$ cat config.mk
export PLATFORM = sky130hd
export DESIGN_NAME = indentation_stack_checker_unit
export DESIGN_NICKNAME = d
export VERILOG_FILES = /design/src/design/isc_pkg.sv /design/src/design/isc_front.sv /design/src/design/isc_fifo.sv /design/src/design/isc_back.sv /design/src/design/indentation_stack_checker_unit.sv
export SDC_FILE = /design/constraint.sdc
export NUM_CORES = 1
export LEC_CHECK = 0
export BUFFER_PORTS_ARGS = -buffer_cell sky130_fd_sc_hd__buf_2
export CORE_MARGIN = 2
export CORE_UTILIZATION = 45
export DETAILED_ROUTE_END_ITERATION = 7
export PLACE_DENSITY = 0.66
export SYNTH_ARGS = -nofsm -noshare
export SYNTH_HDL_FRONTEND = slang
export SYNTH_SLANG_ARGS = --single-unit
$ cat constraint.sdc
create_clock -name i_clk -period 6.63 [get_ports i_clk]
set_clock_uncertainty 0.1 [all_clocks]
set_input_delay 0.9945 -clock i_clk [delete_from_list [all_inputs] [get_ports i_clk]]
set_output_delay 0.9945 -clock i_clk [all_outputs]
set_load 0.01 [all_outputs]
$ cat src/design/isc_pkg.sv
// ----------------------------------------------------------------------------
// isc_pkg: shared types and constants for the indentation stack checker
// Item layouts, line records passed from front to back, and status codes.
// ----------------------------------------------------------------------------
package isc_pkg;

    localparam logic [7:0] COLON_CHAR = 8'h3A;
    localparam int         QUEUE_DEPTH = 2;

    typedef enum logic [2:0] {
        ST_OK         = 3'd0,
        ST_NO_BLOCK   = 3'd1,
        ST_UNEXPECTED = 3'd2,
        ST_MISMATCH   = 3'd3,
        ST_OVERFLOW   = 3'd4
    } t_status;

    typedef struct packed {
        logic [7:0] character;
        logic       end_of_line;
    } t_in_item;

    typedef struct packed {
        t_status     status;
        logic [15:0] line_number;
    } t_out_item;

    // One finished line, as seen by the stack check
    typedef struct packed {
        logic [7:0] indent;
        logic       colon;
    } t_line_rec;

endpackage

$ cat src/design/isc_front.sv
// ----------------------------------------------------------------------------
// isc_front: character scanner
// Counts leading non-letter characters per line and emits one line record
// at each line end.
// ----------------------------------------------------------------------------
module isc_front import isc_pkg::*; (
    input  logic      i_clk,
    input  logic      i_rst_n,
    input  logic      i_valid,
    output logic      o_ready,
    input  t_in_item  i_item,
    input  logic      i_q_full,
    output logic      o_push,
    output t_line_rec o_rec
);

    logic [7:0] r_indent;
    logic [7:0] n_indent;
    logic       r_letter_seen;
    logic       n_letter_seen;
    logic       w_accept;
    logic       w_letter;

    function automatic logic is_letter(input logic [7:0] c);
        return ((c >= 8'h41) && (c <= 8'h5A)) || ((c >= 8'h61) && (c <= 8'h7A));
    endfunction

    assign o_ready  = !i_q_full;
    assign w_accept = i_valid && o_ready;
    assign w_letter = is_letter(i_item.character);

    always_comb begin
        n_letter_seen = r_letter_seen || w_letter;
        n_indent      = r_indent;
        // count this character toward the indent, saturate at 255
        if (!r_letter_seen && !w_letter && (r_indent != 8'hFF)) begin
            n_indent = r_indent + 8'd1;
        end
    end

    assign o_push       = w_accept && i_item.end_of_line;
    assign o_rec.indent = n_indent;
    assign o_rec.colon  = (i_item.character == COLON_CHAR);

    always_ff @(posedge i_clk) begin
        if (!i_rst_n) begin
            r_indent      <= 8'd0;
            r_letter_seen <= 1'b0;
        end else if (w_accept) begin
            if (i_item.end_of_line) begin
                r_indent      <= 8'd0;
                r_letter_seen <= 1'b0;
            end else begin
                r_indent      <= n_indent;
                r_letter_seen <= n_letter_seen;
            end
        end
    end

endmodule

$ cat src/design/isc_fifo.sv
// ----------------------------------------------------------------------------
// isc_fifo: line record queue
// Two-entry queue that decouples the scanner from the stack check.
// ----------------------------------------------------------------------------
module isc_fifo import isc_pkg::*; (
    input  logic      i_clk,
    input  logic      i_rst_n,
    input  logic      i_push,
    input  t_line_rec i_rec,
    output logic      o_full,
    input  logic      i_pop,
    output logic      o_valid,
    output t_line_rec o_rec
);

    localparam int PW = $clog2(QUEUE_DEPTH);

    t_line_rec        r_mem [QUEUE_DEPTH];
    logic [PW-1:0]    r_wr_ptr;
    logic [PW-1:0]    r_rd_ptr;
    logic [PW:0]      r_count;

    assign o_full  = (r_count == (PW+1)'(QUEUE_DEPTH));
    assign o_valid = (r_count != '0);
    assign o_rec   = r_mem[r_rd_ptr];

    always_ff @(posedge i_clk) begin
        if (i_push) begin
            r_mem[r_wr_ptr] <= i_rec;
        end
    end

    always_ff @(posedge i_clk) begin
        if (!i_rst_n) begin
            r_wr_ptr <= '0;
            r_rd_ptr <= '0;
            r_count  <= '0;
        end else begin
            if (i_push) begin
                r_wr_ptr <= r_wr_ptr + PW'(1);
            end
            if (i_pop) begin
                r_rd_ptr <= r_rd_ptr + PW'(1);
            end
            if (i_push && !i_pop) begin
                r_count <= r_count + (PW+1)'(1);
            end else if (!i_push && i_pop) begin
                r_count <= r_count - (PW+1)'(1);
            end
        end
    end

endmodule

$ cat src/design/isc_back.sv
// ----------------------------------------------------------------------------
// isc_back: indentation stack check
// Checks each line record against the open block stack, updates the stack,
// and registers one result per checked line.
// ----------------------------------------------------------------------------
module isc_back import isc_pkg::*; #(
    parameter int STACK_DEPTH = 16
) (
    input  logic      i_clk,
    input  logic      i_rst_n,
    input  logic      i_q_valid,
    input  t_line_rec i_q_rec,
    output logic      o_q_pop,
    output logic      o_valid,
    input  logic      i_ready,
    output t_out_item o_item
);

    localparam int CW = $clog2(STACK_DEPTH + 1);
    localparam int IW = $clog2(STACK_DEPTH);

    typedef enum logic [1:0] {
        OP_NONE,
        OP_PUSH,
        OP_POP,
        OP_CLEAR
    } t_stack_op;

    logic [7:0]       r_stack [STACK_DEPTH];
    logic [CW-1:0]    r_count;
    logic [7:0]       r_top;
    logic             r_expect;
    logic [15:0]      r_line;
    logic             r_failed;
    logic             r_out_valid;
    t_out_item        r_out;

    logic                   w_take;
    logic                   w_load;
    logic [STACK_DEPTH-1:0] w_match;
    logic [IW-1:0]          w_match_idx;
    t_status                w_status;
    t_stack_op              w_op;

    assign w_take  = i_q_valid && (!r_out_valid || i_ready);
    assign w_load  = w_take && !r_failed;
    assign o_q_pop = w_take;
    assign o_valid = r_out_valid;
    assign o_item  = r_out;

    // compare the indent against every open level at once
    always_comb begin
        w_match_idx = '0;
        for (int i = 0; i < STACK_DEPTH; i++) begin
            w_match[i] = (CW'(i) < r_count) && (r_stack[i] == i_q_rec.indent);
        end
        for (int i = STACK_DEPTH - 1; i >= 0; i--) begin
            if (w_match[i]) begin
                w_match_idx = IW'(i);
            end
        end
    end

    always_comb begin
        w_status = ST_OK;
        w_op     = OP_NONE;
        if (r_expect) begin
            if (i_q_rec.indent <= r_top) begin
                w_status = ST_NO_BLOCK;
            end else if (r_count >= CW'(STACK_DEPTH)) begin
                w_status = ST_OVERFLOW;
            end else begin
                w_op = OP_PUSH;
            end
        end else if (i_q_rec.indent > r_top) begin
            w_status = ST_UNEXPECTED;
        end else if (i_q_rec.indent < r_top) begin
            if (i_q_rec.indent == 8'd0) begin
                w_op = OP_CLEAR;
            end else if (|w_match) begin
                w_op = OP_POP;
            end else begin
                w_status = ST_MISMATCH;
            end
        end
    end

    always_ff @(posedge i_clk) begin
        if (w_load && (w_op == OP_PUSH)) begin
            r_stack[r_count[IW-1:0]] <= i_q_rec.indent;
        end
        if (w_load) begin
            r_out.status      <= w_status;
            r_out.line_number <= r_line;
        end
    end

    always_ff @(posedge i_clk) begin
        if (!i_rst_n) begin
            r_count     <= '0;
            r_top       <= 8'd0;
            r_expect    <= 1'b0;
            r_line      <= 16'd1;
            r_failed    <= 1'b0;
            r_out_valid <= 1'b0;
        end else begin
            if (w_load) begin
                r_out_valid <= 1'b1;
            end else if (i_ready) begin
                r_out_valid <= 1'b0;
            end
            if (w_load) begin
                if (w_status != ST_OK) begin
                    r_failed <= 1'b1;
                end else begin
                    r_expect <= i_q_rec.colon;
                    if (r_line != 16'hFFFF) begin
                        r_line <= r_line + 16'd1;
                    end
                    unique case (w_op)
                        OP_PUSH: begin
                            r_count <= r_count + CW'(1);
                            r_top   <= i_q_rec.indent;
                        end
                        OP_POP: begin
                            r_count <= CW'(w_match_idx) + CW'(1);
                            r_top   <= i_q_rec.indent;
                        end
                        OP_CLEAR: begin
                            r_count <= '0;
                            r_top   <= 8'd0;
                        end
                        default: begin
                        end
                    endcase
                end
            end
        end
    end

`ifndef SYNTHESIS
    a_count_bound: assert property (@(posedge i_clk) disable iff (!i_rst_n)
        r_count <= CW'(STACK_DEPTH))
        else $error("stack count beyond depth");

    a_failed_sticky: assert property (@(posedge i_clk) disable iff (!i_rst_n)
        r_failed |=> r_failed)
        else $error("error flag cleared");

    a_no_result_after_fail: assert property (@(posedge i_clk) disable iff (!i_rst_n)
        r_failed |-> !w_load)
        else $error("line checked after error");

    a_error_sets_fail: assert property (@(posedge i_clk) disable iff (!i_rst_n)
        (w_load && (w_status != ST_OK)) |=> (r_failed && o_valid))
        else $error("error result did not set error flag");
`endif

endmodule

$ cat src/design/indentation_stack_checker_unit.sv
// Path: a line-end item's record is registered in the line queue, then its result is registered onto o_item.
// Throughput: one character item per cycle while the line queue is not full; the line indent
// is compared against all open stack levels at once, in combinational logic.
// Reset: synchronous, active low; clears stack count, line number to 1 and error flag.
// The stack entries themselves are not cleared and need no clearing pass.
// ----------------------------------------------------------------------------
// indentation_stack_checker_unit: offside rule indentation checker
// Scanner front end, two-entry line queue, and stack check back end.
// ----------------------------------------------------------------------------
module indentation_stack_checker_unit import isc_pkg::*; #(
    parameter int STACK_DEPTH = 16
) (
    input  logic      i_clk,
    input  logic      i_rst_n,
    input  logic      i_valid,
    output logic      o_ready,
    input  t_in_item  i_item,
    output logic      o_valid,
    input  logic      i_ready,
    output t_out_item o_item
);

    logic      w_push;
    logic      w_full;
    logic      w_pop;
    logic      w_q_valid;
    t_line_rec w_rec_in;
    t_line_rec w_rec_out;

    isc_front u_front (
        .i_clk    (i_clk),
        .i_rst_n  (i_rst_n),
        .i_valid  (i_valid),
        .o_ready  (o_ready),
        .i_item   (i_item),
        .i_q_full (w_full),
        .o_push   (w_push),
        .o_rec    (w_rec_in)
    );

    isc_fifo u_fifo (
        .i_clk   (i_clk),
        .i_rst_n (i_rst_n),
        .i_push  (w_push),
        .i_rec   (w_rec_in),
        .o_full  (w_full),
        .i_pop   (w_pop),
        .o_valid (w_q_valid),
        .o_rec   (w_rec_out)
    );

    isc_back #(
        .STACK_DEPTH (STACK_DEPTH)
    ) u_back (
        .i_clk     (i_clk),
        .i_rst_n   (i_rst_n),
        .i_q_valid (w_q_valid),
        .i_q_rec   (w_rec_out),
        .o_q_pop   (w_pop),
        .o_valid   (o_valid),
        .i_ready   (i_ready),
        .o_item    (o_item)
    );

endmodule

==> out/qor.csv <==
stage;metric;value;unit
placement;placed_cell_area;0.0103;mm²
timing;period_needed;5600;ps
routing;top_layer_used;met4;
routing;drc;0;
routing;dr_wl_met2;10600;µm
floorplan;fp.dieArea;0.0230;mm²
run_status;status;finished, final reports clean;
cts;clockBufferDepth;3;
timing;hold_viol;0;
worst_setup_path;required;6650;ps
floorplan;ios;34;
floorplan;coreArea;0.0216;mm²
routing;first_pass_iters;5;
cts;clk_latency;490;ps
power;p_per_area;325;mW/mm²
yosys;synth_seq_area_share;59.8;%
global_routing;grt_use_total;19.1;%
timing;rsz0062_at_grt;false;
routing;initialDrtViolationCount;504;
cts;cts_tree;done;
cells_and_area;num_antenna_cells;0;
yosys;synth_nets;813;
worst_setup_path;crit_buf_inv;1;
worst_setup_path;path_cells;mux2i_4 > inv_1 > ha_1 > nand4_1 > o21bai_1 > nand2_1 > or3_1 > a21oi_1 > and3b_1 > nand3_1 > nor2_1;
cts;numCtsBuffers;22;
routing;postRouteAntennaNets;0;
cts;htreeDepth;1;
floorplan;die_w;152;µm
placement;dp_hpwl;13800;µm
yosys;synth.area.top_cells;edfxtp_1 (50%), xnor2_1 (9.7%), dfxtp_1 (9.4%), xor2_1 (2.7%), nor2_1 (2.4%);
yosys;synth-seq-cells;211;
timing;max_slew.worst_pin.slew;1120;ps
yosys;synth_flop_cell;edfxtp_1;
power;p_sw;1040;µW
cts;clkTransAtPathRegs;50;ps
timing;setup_viol;0;
floorplan;rows;54;
worst_setup_path;cp-end-kind;flop;
placement;io_buffers;33;
cells_and_area;syn2layout_area_growth;12.3;%
routing;m1WireLength;9560;µm
floorplan;start_util;45.5;%
cts;cts-resized-gates;0;
global_routing;grt_max_degree;30;
cts;cts_setup_buffers;0;
yosys;synth_edf_count;165;
power;sw_frac_of_total;28.9;%
worst_setup_path;crit_arrival;5620;ps
cells_and_area;drive_above_1_share;12.1;%
timing;tns;0;ps
global_routing;grt_pass1_wl;33400;µm
yosys;synthTopCellsByCount;edfxtp_1 (165), xnor2_1 (109), nor2_1 (62);
worst_setup_path;worst_path_max_delay_cell;dfxtp_1;
cells_and_area;layout.nets;857;
worst_setup_path;critPathLaunchType;flop;
global_routing;first_global_vias;6080;
yosys;synth_area;0.00983;mm²
placement;place_congestion;0.827;
routing;via_per_inst;5.60;
min_path;hold_path_class;reg -> reg;
cts;hold_buffers;0;
cts;cts.sink_count;211;
power;internal_power;2550;µW
yosys;async_reset_ff_share;0;%
worst_setup_path;slowest_delay;990;ps
run;maxCapViolations;0;
yosys;synthCells;788;
power;ir_worst_vdd;0.170;mV
global_routing;antenna_found_initial;0;
floorplan;die_h;152;µm
cells_and_area;fill_cells;1870;
power;pwr-share-seq;45.5;%
yosys;yosysTopAreaCell;edfxtp_1;
yosys;yosysWarnings;0;
power;combPwrFrac;22.0;%
worst_setup_path;crit_fanout;18;
routing;totalWireLength;21800;µm
routing;routed-wl-met3;1160;µm
power;power_leakage;0.00363;µW
routing;vias;6315;
timing;max_freq;179;MHz
yosys;synth.distinct_cells;65;
cts;clockRootBuffer;clkbuf_16;
worst_setup_path;criticalPathCategory;reg -> reg;
yosys;synth_most_common_cell;edfxtp_1;
cells_and_area;fin_area;0.0110;mm²
yosys;syn_area_per_cell;12.5;µm²
timing;slew_viol_final;0;
routing;routedWlPerCell;19.3;µm
yosys;synth_top_area_share;50.4;%
timing;slew_headroom;23.7;%
power;pwr-share-clk;32.5;%
timing;finalCritPeriodShare;84.5;%
global_routing;gr-total-overflow;0;
worst_setup_path;cpLargestDelayFamily;simple AND/OR/NAND/NOR gates;
[registers in the layout, summed over array words and instances, names as in the netlist, 2 cells and up, named ones only]
name and cells:
u_back.o_item 19, u_back.r_count 5, u_back.r_line 16, u_back.r_stack 128
u_back.r_top 8, u_fifo.r_count 2, u_fifo.r_mem 18, u_front.r_indent 8
[cells in the final DEF, fill, tap and decap left out, drive strengths merged, types with 20 or more instances in the layout]
master,netlist,layout
clkbuf,12,31
nand2,29,29
nor4,20,20
nand3,28,28
dfxtp,46,46
a21oi,31,31
buf,17,49
xnor2,109,109
xor2,30,30
edfxtp,165,165
nor2,63,63
nor3,28,28
inv,24,26
[area by class of cell]
cell class	instances	area [µm²]	area share [%]
flip-flops and latches	211	5880	53.2
multi-input cells	524	3740	33.9
clock buffers	31	616	5.58
repair buffers	49	285	2.59
inverters	24	90.1	0.816
clock inverters	9	77.6	0.703
well taps	280	350	3.17
[path summary, 6_finish.rpt]
check	slack (ps)	depth (start not counted)	from	to
setup / recovery	1030	11	flop	u_back.r_stack[7][5]$_DFFE_PP_
hold / removal	380	2	u_back.r_top[1]$_SDFFE_PN0P_	u_back.r_top[1]$_SDFFE_PN0P_
setup reg to reg	1030	11	flop	u_back.r_stack[7][5]$_DFFE_PP_
hold reg to reg	380	2	u_back.r_top[1]$_SDFFE_PN0P_	u_back.r_top[1]$_SDFFE_PN0P_
[per-stage QoR]
stage                     power, µW  cells  hold slack [ps]  util, %  setup slack, ps
after global placement         2450   1088              359     47.8             1050
final                          3590   1128              378     51.0             1030
after detailed placement       2460   1088              361     47.8              959
after floorplan                2190    788              340        -             2010
after CTS                      3630   1128              375     51.0              948
after global routing           3760   1128              411     51.0              593
[worst min-delay path, cell delays in order, from the launching register on]
cell and delay, ps:
dfxtp_1 290, inv_1 70, a211oi_1 70
[logic make-up (layout without fill, tap and decap cells)]
logic type	Yosys count	after routing	synth area share, %
AO/OA/AOI/OAI	108	108	7.79
XOR/XNOR	139	139	12.4
adder cells (fa/ha/maj)	12	12	1.53
buffers and inverters	53	113	2.66
flip-flops	211	211	59.8
multiplexers	14	14	1.95
AND/OR/NAND/NOR	251	251	13.9
[power by group through the flow]
stage | combinational (µW) | clock (µW) | sequential (µW)
after global placement | 786 | 0 | 1660
after detailed placement | 796 | 0 | 1660
final | 791 | 1170 | 1630
after CTS | 800 | 1190 | 1640
after global routing | 870 | 1240 | 1650
after floorplan | 529 | 0 | 1670
[per-layer routing]
layer | vias up | global-route usage (%)
li1 | 3001 | -
met1 | 3113 | 26.7
met4 | 0 | 4.86
met5 | - | 0
met3 | 38 | 2.81
met2 | 163 | 31.6
(Power assumes the default switching activity.)
